--- src/design/fsgs_pkg.sv ---
`timescale 1ns / 1ps

package fsgs_pkg;

  localparam int GRID_COLS = 64;
  localparam int GRID_ROWS = 64;
  localparam int COL_W     = (GRID_COLS > 1) ? $clog2(GRID_COLS) : 1;
  localparam int ROW_W     = (GRID_ROWS > 1) ? $clog2(GRID_ROWS) : 1;
  localparam int ADDR_W    = COL_W + ROW_W;

  localparam logic [1:0] FUNC_WRITE = 2'd0;
  localparam logic [1:0] FUNC_SWEEP = 2'd1;
  localparam logic [1:0] FUNC_READ  = 2'd2;

  localparam logic [1:0] KIND_EMPTY = 2'd0;
  localparam logic [1:0] KIND_SAND  = 2'd1;
  localparam logic [1:0] KIND_WATER = 2'd2;
  localparam logic [1:0] KIND_SMOKE = 2'd3;

  typedef struct packed {
    logic [1:0] func;
    logic [5:0] col;
    logic [5:0] row;
    logic [1:0] kind_in;
  } fsgs_in_t;

  typedef struct packed {
    logic [1:0] kind_out;
    logic [1:0] done_func;
  } fsgs_out_t;

  typedef enum logic [2:0] {
    WR_NONE,
    WR_CLR,
    WR_IO,
    WR_TGT,
    WR_CTR
  } fsgs_wr_sel_t;

  typedef enum logic [1:0] {
    RD_NONE,
    RD_IO,
    RD_CTR,
    RD_NB
  } fsgs_rd_sel_t;

  typedef struct packed {
    fsgs_wr_sel_t wr_sel;
    fsgs_rd_sel_t rd_sel;
    logic         item_ld;
    logic         kind_ld;
    logic         cand_inc;
    logic         adv;
    logic         clr_step;
    logic         out_ld;
    logic         out_from_in;
  } fsgs_cmd_t;

  typedef struct packed {
    logic clr_last;
    logic moves;
    logic nb_free;
    logic cand_last;
    logic sweep_last;
    logic out_free;
  } fsgs_sts_t;

endpackage

--- src/design/fsgs_ctrl.sv ---
`timescale 1ns / 1ps

module fsgs_ctrl (
  input  logic                clk,
  input  logic                rst_n,
  input  logic                in_valid,
  input  logic [1:0]          in_func,
  input  fsgs_pkg::fsgs_sts_t sts,
  output logic                in_ready,
  output fsgs_pkg::fsgs_cmd_t cmd
);
  import fsgs_pkg::*;

  typedef enum logic [2:0] {
    ST_CLR,
    ST_IDLE,
    ST_FIN,
    ST_RDC,
    ST_CHK,
    ST_RDN,
    ST_EV,
    ST_WC
  } state_t;

  state_t state_r, state_nxt;
  logic   in_ready_r;
  logic   accept;

  assign accept = in_valid && in_ready_r;

  always_comb begin
    state_nxt = state_r;
    cmd = '{wr_sel: WR_NONE, rd_sel: RD_NONE, default: 1'b0};
    case (state_r)
      ST_CLR: begin
        cmd.wr_sel   = WR_CLR;
        cmd.clr_step = 1'b1;
        if (sts.clr_last) state_nxt = ST_IDLE;
      end
      ST_IDLE: begin
        if (accept) begin
          cmd.item_ld = 1'b1;
          case (in_func)
            FUNC_SWEEP: state_nxt = ST_RDC;
            FUNC_READ: begin
              cmd.rd_sel = RD_IO;
              state_nxt  = ST_FIN;
            end
            FUNC_WRITE: begin
              cmd.wr_sel = WR_IO;
              if (sts.out_free) begin
                cmd.out_ld      = 1'b1;
                cmd.out_from_in = 1'b1;
              end else begin
                state_nxt = ST_FIN;
              end
            end
            default: begin
              if (sts.out_free) begin
                cmd.out_ld      = 1'b1;
                cmd.out_from_in = 1'b1;
              end else begin
                state_nxt = ST_FIN;
              end
            end
          endcase
        end
      end
      ST_FIN: begin
        if (sts.out_free) begin
          cmd.out_ld = 1'b1;
          state_nxt  = ST_IDLE;
        end
      end
      ST_RDC: begin
        cmd.rd_sel = RD_CTR;
        state_nxt  = ST_CHK;
      end
      ST_CHK: begin
        if (sts.moves) begin
          cmd.kind_ld = 1'b1;
          state_nxt   = ST_RDN;
        end else begin
          cmd.adv   = 1'b1;
          state_nxt = sts.sweep_last ? ST_FIN : ST_RDC;
        end
      end
      ST_RDN: begin
        cmd.rd_sel = RD_NB;
        state_nxt  = ST_EV;
      end
      ST_EV: begin
        if (sts.nb_free) begin
          cmd.wr_sel = WR_TGT;
          state_nxt  = ST_WC;
        end else if (sts.cand_last) begin
          cmd.adv   = 1'b1;
          state_nxt = sts.sweep_last ? ST_FIN : ST_RDC;
        end else begin
          cmd.cand_inc = 1'b1;
          state_nxt    = ST_RDN;
        end
      end
      ST_WC: begin
        cmd.wr_sel = WR_CTR;
        cmd.adv    = 1'b1;
        state_nxt  = sts.sweep_last ? ST_FIN : ST_RDC;
      end
      default: state_nxt = ST_CLR;
    endcase
  end

  always_ff @(posedge clk) begin
    if (!rst_n) begin
      state_r    <= ST_CLR;
      in_ready_r <= 1'b0;
    end else begin
      state_r    <= state_nxt;
      in_ready_r <= (state_nxt == ST_IDLE);
    end
  end

  assign in_ready = in_ready_r;

endmodule

--- config.mk ---
export PLATFORM = sky130hd
export DESIGN_NAME = fsgs_ctrl
export DESIGN_NICKNAME = d
export VERILOG_FILES = /design/src/design/fsgs_pkg.sv /design/src/design/fsgs_ctrl.sv
export SDC_FILE = /design/constraint.sdc
export NUM_CORES = 1
export LEC_CHECK = 0
export BUFFER_PORTS_ARGS = -buffer_cell sky130_fd_sc_hd__clkbuf_2
export CAP_MARGIN = 20
export CORE_MARGIN = 3
export CORE_UTILIZATION = 41
export CTS_CLUSTER_DIAMETER = 80
export DETAILED_ROUTE_END_ITERATION = 10
export PLACE_DENSITY = 0.8
export SLEW_MARGIN = 20
export SYNTH_ARGS = -nofsm -noshare
export SYNTH_HDL_FRONTEND = slang
export SYNTH_SLANG_ARGS = --single-unit
--- constraint.sdc ---
create_clock -name clk -period 1.8 [get_ports clk]
set_input_delay 0.09 -clock clk [delete_from_list [all_inputs] [get_ports clk]]
set_output_delay 0.09 -clock clk [all_outputs]
set_load 0.02 [all_outputs]
==> impl_metrics.json, run 1 <==
{
  "end_kind": "register",
  "synth_enable_flop_cells": 0,
  "root_buffer": "clkbuf_4",
  "final_max_slew_viol_count": 0,
  "cts_tree": "done",
  "ios": 24,
  "synthFlopType": "dfxtp_1",
  "synth-seq-cells": 4,
  "hp-start": "rst_n",
  "drt_pass1_iterations": 4,
  "wire_per_inst_um": 14.3,
  "grt-ovfl-total": 0,
  "irDropWorstVdd_v": 0.000205,
  "dpl_cell_area_um2": 699,
  "syn_to_final_growth_pct": 40.3,
  "port_buffers": 23,
  "post_cts_buffers": 0,
  "cp_max_fo": 8,
  "min_path_cells": 2,
  "grt_max_degree": 20,
  "cts_max_path_buffers": 2,
  "vias_per_cell": 5.86,
  "yosysTopAreaCellShare_pct": 14.6,
  "die_h_um": 42.5,
  "postLayoutCellArea_um2": 767,
  "r2r-end": "state_r[2]",
  "yosysSeqAreaShare_pct": 14.6,
  "core_mm2": 0.00117,
  "ys_warn_count": 0,
  "crit_type": "register to register",
  "synth_common_cells": "and2_1 (6), ha_1 (6), inv_1 (5), nor2_1 (5)",
  "start_kind": "register",
  "syn_area_um2": 547,
  "holdWs_ns": 0.0760,
  "drtIter0Drc": 19,
  "r2r_cells": 5,
  "fmax_mhz": 562,
  "post-route-util_pct": 65.5,
  "hp-class": "input port to register",
  "worstSkewPairLatency_ns": 0.25,
  "cts_inserted_buffers": 3,
  "grt_pass1_wl_um": 2520,
  "r2r_start": "state_r[1]",
  "dieArea_mm2": 0.00181,
  "grt_pass1_vias": 617,
  "synthTopCellsByArea": "dfxtp_1 (15%), ha_1 (14%), and2_1 (6.9%)",
  "period_minus_slack_ns": 1.78,
  "hpwl_um": 1170,
  "h-tree-depth": 1,
  "remaining_drc_errors": 0,
  "drive_gt1_share_pct": 39.2,
  "routabilityCongestion": 0.885,
  "antenna_found_initial": 0,
  "clkTransAtPathRegs_ns": 0.05,
  "skew_ns": 0.00676,
  "postSynthCellCount": 75,
  "maxCapViolCount": 0,
  "setup_viol": 0,
  "powerDensity_mw_per_mm2": 438,
  "status": "completed",
  "synth_nets": 92,
  "required_ns": 1.99,
  "period_share_pct": 98.9,
  "num_antenna_cells": 0,
  "antenna_left": 0,
  "tns_ns": 0,
  "slew-limit-headroom_pct": 64.0,
  "yosys.area.top_type": "dfxtp_1",
  "min_to": "state_r[1]",
  "p_leak_nw": 0.350,
  "die_x_um": 42.5,
  "grt_usage_pct": 17.4,
  "tightest_slew_ns": 0.539,
  "rrSetupSlack_ns": 0.02,
  "hold_violations": 0,
  "yosysUniqueCellTypes": 33,
  "cts.sinks": 4,
  "critPathArrivalTime_ns": 1.97,
  "syn_avg_cell_area_um2": 7.29,
  "fp-row-count": 12,
  "postSynth.asyncResetShare_pct": 0,
  "num_vias": 680,
  "routed_wl_um": 1650,
  "fillerInstances": 120,
  "final_nets": 121,
  "initial_core_util_pct": 46.7
}
through the flow:
step                      cells  setup WS, ns  total power [mW]
after floorplan              75        0.0354             0.163
after detailed placement    113        0.0291             0.204
after global routing        116       -0.0573             0.351
after CTS                   116       0.00927             0.322
after global placement      113        0.0989             0.201
final                       116        0.0193             0.336
cells in the final DEF (no fill, tap or decap), drive strengths merged, types with 3 or more instances in the layout:
| cell | count |
|---|---|
| nand2 | 3 |
| and2 | 6 |
| dfxtp | 4 |
| nor3 | 3 |
| nor3b | 4 |
| or3 | 3 |
| a21oi | 4 |
| inv | 5 |
| nand2b | 4 |
| buf | 5 |
| nor2 | 5 |
| o21ai | 3 |
| ha | 6 |
| nor2b | 3 |
| clkbuf | 26 |
flip-flops by register name, summed over array words and instances, names as in the netlist:
register	count
in_ready	1
state_r	3
worst max-delay path by stage:
| stage | start | end | slack, ns | depth (start not counted) |
|---|---|---|---|---|
| 3_5_place_dp | state_r[1] | in_ready | 0.03 | 5 |
| 6_report | state_r[1] | state_r[2] | 0.02 | 5 |
| 4_1_cts | state_r[2] | cmd[10] | 0.009 | 7 |
| 5_1_grt | state_r[1] | state_r[2] | -0.06 | 6 |
| 2_1_floorplan | state_r[1] | in_ready | 0.04 | 6 |
| 3_3_place_gp | state_r[1] | in_ready | 0.1 | 5 |
area by class of cell:
type                    instances  area [um^2]  area share [%]
multi-input cells              62          470            61.3
inverters                       5         18.8            2.45
clock buffers                   3         22.5            2.94
repair buffers                 28          153            19.9
flip-flops and latches          4         85.1            11.1
well taps                      14         17.5            2.28
power breakdown:
part           internal (mW)  total (mW)  switching [mW]
logic                 0.0483       0.114          0.0655
registers             0.0932      0.0981         0.00488
clock network         0.0754       0.124          0.0484
total                  0.217       0.336           0.119
cell families (layout without fill, tap and decap cells):
group	after synthesis	count (layout)	synth area share [%]
AO/OA/AOI/OAI	19	19	24.9
flip-flops	4	4	14.6
adder cells (fa/ha/maj)	6	6	13.7
AND/OR/NAND/NOR	37	37	39.8
buffers and inverters	9	36	6.86
worst max-delay path, stage by stage, from the launching register on:
cell	delay [ns]
dfxtp_4	0.37
ha_1	0.25
or4_1	0.56
o31ai_1	0.11
a32o_1	0.28
and2_1	0.16
routing by layer:
layer / vias to the layer above / share of wire (%) / global-route usage [%]
met5: - / 0 / 0
met4: 0 / 1.5 / 6.21
met3: 7 / 6.8 / 2.15
met2: 29 / 52 / 29.2
met1: 314 / 40 / 22.5
li1: 330 / - / -
what timing repair did:
action | 4_1_cts | 5_1_grt
setup endpoints to repair | 0 | 7
gates resized for setup | 0 | 10
hold buffers | 0 | 0
(Power assumes the default switching activity.)
==> run 2: changes to the inputs <==
--- a/config.mk
+++ b/config.mk
@@ -11,7 +11,8 @@
 export CORE_UTILIZATION = 41
 export CTS_CLUSTER_DIAMETER = 80
 export DETAILED_ROUTE_END_ITERATION = 10
-export PLACE_DENSITY = 0.8
+export PLACE_DENSITY = 0.76
+export SETUP_SLACK_MARGIN = 0.15
 export SLEW_MARGIN = 20
 export SYNTH_ARGS = -nofsm -noshare
 export SYNTH_HDL_FRONTEND = slang
==> impl_metrics.json, run 2 (synthesis gave the netlist of run 1 again) <==
{
  "die_x_um": 42.5,
  "status": "completed",
  "clkPwrFrac_pct": 35.8,
  "drt_pass1_iterations": 4,
  "required_ns": 1.93,
  "start_kind": "register",
  "switching_share_pct": 34.1,
  "power_frac_comb_pct": 36.7,
  "regMostFlops": "state_r",
  "period_share_pct": 92.0,
  "root_buffer": "clkbuf_4",
  "die_h_um": 42.5,
  "p_seq_share_pct": 27.5,
  "dieArea_mm2": 0.00181,
  "largest_reg_flops": 3,
  "cp_max_fo": 8,
  "grt_usage_pct": 19.4,
  "cpMaxStageDelayCell": "dfxtp_4",
  "powerDensity_mw_per_mm2": 388,
  "maxCapViolCount": 0,
  "drive_gt1_share_pct": 55.5,
  "skew_ns": 0.00989,
  "antenna_found_initial": 0,
  "final_common_cell": "clkbuf_2",
  "num_vias": 685,
  "worst_path_largest_cell_delay_ns": 0.41,
  "hold_violations": 0,
  "p_switching_mw": 0.121,
  "antenna_left": 0,
  "grt_pass1_vias": 649,
  "period_minus_slack_ns": 1.66,
  "setup_viol": 0,
  "final_cell_mix": "clkbuf_2 (22), buf_4 (13), and2_1 (6)",
  "p_leak_nw": 0.403,
  "syn_to_final_growth_pct": 66.8,
  "ios": 24,
  "initial_core_util_pct": 46.7,
  "irDropWorstVdd_v": 0.000181,
  "worstSkewPairLatency_ns": 0.24,
  "crit_chain": "inv_2 -> ha_4 -> or3_4 -> a32o_2 -> a2111oi_4",
  "grt-ovfl-total": 0,
  "clkTransAtPathRegs_ns": 0.05,
  "critPathArrivalTime_ns": 1.79,
  "path_buf_inv": 1,
  "cts_inserted_buffers": 3,
  "p_int_mw": 0.233,
  "grt_pass1_wl_um": 2750,
  "routed_wl_um": 1720,
  "p_total_mw": 0.353,
  "cts_tree": "done",
  "h-tree-depth": 1,
  "routabilityCongestion": 0.759,
  "final_nets": 128,
  "grt_max_degree": 20,
  "final_max_slew_viol_count": 0,
  "hp-class": "input port to register",
  "fp-row-count": 12,
  "vias_per_cell": 5.52,
  "end_kind": "register",
  "core_mm2": 0.00117,
  "crit_type": "register to register",
  "hpwl_um": 1090,
  "slew-limit-headroom_pct": 75.1,
  "remaining_drc_errors": 0,
  "grt_setup_unrepaired": "true",
  "cts_max_path_buffers": 2,
  "postCtsHoldBufs": 0,
  "fmax_mhz": 604,
  "cts.sinks": 4,
  "port_buffers": 23,
  "tightest_slew_ns": 0.373,
  "crit_family": "compound AO/OA/AOI/OAI gates",
  "num_antenna_cells": 0,
  "wire_per_inst_um": 13.8,
  "drtIter0Drc": 19,
  "tns_ns": 0
}
-- run 2: changes by cell type in the layout (fill, tap and decap cells not counted), moves of 2 or more --
cell / before / now
buf_4: 5 / 13
ha_4: 0 / 2
inv_1: 5 / 2
inv_2: 0 / 2
ha_1: 5 / 3
-- run 2: path summary, 6_finish.rpt --
path,startpoint,slack [ns],to,depth (start not counted)
worst max-delay path,state_r[1],0.14,in_ready,5
worst min-delay path,rst_n,0.10,state_r[2],2
worst max register to register,state_r[1],0.14,in_ready,5
worst min register to register,state_r[0],0.83,state_r[0],3
-- run 2: layout make-up --
| class | count | area, um^2 |
|---|---|---|
| Clock buffer | 4 | 26.3 |
| Multi-Input combinational cell | 62 | 552 |
| Inverter | 5 | 21.3 |
| Timing Repair Buffer | 35 | 208 |
| Sequential cell | 4 | 87.6 |
| Fill cell | 80 | 259 |
| Tap cell | 14 | 17.5 |
-- run 2: routing by layer --
| layer | vias up | global-route usage, % | wire length (um) |
|---|---|---|---|
| met5 | - | 0 | 0 |
| met4 | 0 | 10.6 | 26 |
| met3 | 2 | 2.58 | 63 |
| met2 | 17 | 33.7 | 843 |
| met1 | 317 | 22.4 | 785 |
| li1 | 349 | - | - |
-- run 2: through the flow --
stage	cell area [um^2]	cells	setup slack, ns	hold WS, ns	util, %
3_5_place_dp	701	110	0.0731	0.338	59.8
3_3_place_gp	701	110	0.114	0.331	59.8
6_report	912	124	0.144	0.104	77.9
5_1_grt	912	124	0.0808	0.0989	77.9
2_1_floorplan	584	75	0.150	0.211	-
4_1_cts	822	123	0.150	0.0840	70.2
-- run 2: worst register-to-register path, delay by kind of cell, from the launching register on --
family / cells / cell delay [ns]
buf+inv: 1 / 0.09
simple gates: 1 / 0.34
flops: 1 / 0.41
fa+ha+maj: 1 / 0.17
compound gates: 2 / 0.54
-- run 2: repair_timing --
| item | CTS | global route |
|---|---|---|
| gates resized for setup | 5 | 16 |
| endpoints found under the setup margin | 6 | 7 |
| pin swaps | 2 | 5 |
| buffers inserted | 9 | 1 |
-- run 2: power groups by stage --
stage	clock, mW	sequential, mW	combinational (mW)
after floorplan	0	0.0992	0.0645
after CTS	0.130	0.0963	0.116
final	0.126	0.0972	0.130
after detailed placement	0	0.0985	0.104
after global routing	0.146	0.0979	0.142
after global placement	0	0.0986	0.101
==> run 3: changes to the inputs <==
--- a/config.mk
+++ b/config.mk
@@ -7,11 +7,11 @@
 export LEC_CHECK = 0
 export BUFFER_PORTS_ARGS = -buffer_cell sky130_fd_sc_hd__clkbuf_2
 export CAP_MARGIN = 20
-export CORE_MARGIN = 3
-export CORE_UTILIZATION = 41
+export CORE_AREA = 3 3 40 42
 export CTS_CLUSTER_DIAMETER = 80
 export DETAILED_ROUTE_END_ITERATION = 10
-export PLACE_DENSITY = 0.76
+export DIE_AREA = 0 0 43 45
+export PLACE_DENSITY = 0.73
 export SETUP_SLACK_MARGIN = 0.15
 export SLEW_MARGIN = 20
 export SYNTH_ARGS = -nofsm -noshare
==> constraint.sdc (replaced) <==
create_clock -name clk -period 1.9 [get_ports clk]
set_input_delay 0.095 -clock clk [delete_from_list [all_inputs] [get_ports clk]]
set_output_delay 0.095 -clock clk [all_outputs]
set_load 0.02 [all_outputs]
==> impl_metrics.json, run 3 (synthesis gave the netlist of run 1 again) <==
{
  "drt_pass1_iterations": 2,
  "grt_usage_pct": 15.2,
  "crit_type": "register to output pin",
  "grt-ovfl-total": 0,
  "dpl.cell_count": 114,
  "stdcell_count": 118,
  "hold_violations": 0,
  "tns_ns": 0,
  "root_buffer": "clkbuf_4",
  "grt_setup_unrepaired": "false",
  "hpwl_um": 1190,
  "antenna_found_initial": 0,
  "irDropWorstVdd_v": 0.000270,
  "start_kind": "register",
  "h-tree-depth": 1,
  "p_leak_nw": 0.365,
  "antenna_left": 0,
  "routabilityCongestion": 0.829,
  "drtIter0Drc": 11,
  "fillerInstances": 111,
  "largest_reg_flops": 3,
  "required_ns": 1.80,
  "remaining_drc_errors": 0,
  "final_cell_mix": "clkbuf_2 (23), and2_1 (6), buf_4 (6)",
  "post-route-util_pct": 62.5,
  "grt_max_degree": 20,
  "dpl_cell_area_um2": 702,
  "final_common_cell": "clkbuf_2",
  "wire_per_inst_um": 13.3,
  "fp-row-count": 13,
  "fmax_mhz": 583,
  "regMostFlops": "state_r",
  "hp-class": "input port to register",
  "skew_ns": 0.00547,
  "grt_pass1_wl_um": 2330,
  "postCtsHoldBufs": 0,
  "core_mm2": 0.00128,
  "cts_tree": "done",
  "initial_core_util_pct": 42.6,
  "port_buffers": 23,
  "period_minus_slack_ns": 1.71,
  "end_kind": "output pin",
  "status": "completed",
  "setup_viol": 0,
  "drive_gt1_share_pct": 44.7,
  "cp_max_fo": 6,
  "postLayoutCellArea_um2": 803,
  "cts_inserted_buffers": 3,
  "routed_wl_um": 1570,
  "final_max_slew_viol_count": 0,
  "slew-limit-headroom_pct": 68.2,
  "die_x_um": 43,
  "syn_to_final_growth_pct": 46.9,
  "ios": 24,
  "worstSkewPairLatency_ns": 0.23,
  "grt_pass1_vias": 589,
  "powerDensity_mw_per_mm2": 385,
  "final_nets": 122,
  "p_total_mw": 0.309,
  "cts_max_path_buffers": 2,
  "tightest_slew_ns": 0.475,
  "cts.sinks": 4,
  "num_vias": 654,
  "critPathArrivalTime_ns": 1.62,
  "vias_per_cell": 5.54,
  "clkTransAtPathRegs_ns": 0.03,
  "die_h_um": 45,
  "period_share_pct": 90.2,
  "num_antenna_cells": 0,
  "maxCapViolCount": 0,
  "dieArea_mm2": 0.00194
}
[run 3: what timing repair did]
action                     4_1_cts  5_1_grt
pin swaps                        1        2
setup buffers                    0        1
gates resized for setup          1       14
setup endpoints to repair        1        6
[run 3: area by class of cell]
class / instances / area [um^2] / area share, %
clock buffer: 3 / 22.5 / 2.80
timing repair buffer: 29 / 160 / 19.9
tap: 15 / 18.8 / 2.34
multi-input combinational: 62 / 498 / 62.0
inverter: 5 / 18.8 / 2.34
sequential: 4 / 85.1 / 10.6
[run 3: layer usage]
metal	routed length (um)	share of wire [%]	global-route usage, %
met1	636	40	16.8
met5	0	0	0
met4	20	1.3	1.81
met2	874	56	31.1
met3	42	2.7	2.39
[run 3: stage by stage]
stage                     worst slack (ns)  hold WS, ns
after floorplan                      0.158        0.217
after global placement               0.233        0.331
after detailed placement             0.197        0.328
after CTS                            0.175        0.100
after global routing                 0.115        0.129
final                                0.185        0.126
[run 3: power breakdown]
group / switching, mW / internal [mW]
logic: 0.0642 / 0.0499
clock network: 0.0326 / 0.0705
registers: 0.00396 / 0.0882
total: 0.101 / 0.209
[run 3: final timing paths]
| kind | end | depth (start not counted) | slack [ns] | startpoint |
|---|---|---|---|---|
| setup / recovery | cmd[1] | 6 | 0.19 | state_r[1] |
| hold / removal | state_r[2] | 2 | 0.13 | rst_n |
| setup reg to reg | state_r[2] | 5 | 0.21 | state_r[2] |
| hold reg to reg | in_ready | 2 | 0.68 | state_r[2] |
[run 3: critical path: stages (launching register included)]
cell      delay, ns
dfxtp_2        0.33
buf_4          0.16
nor3b_4        0.24
nand3_2        0.15
o22ai_1        0.19
and2_1         0.16
clkbuf_2       0.17
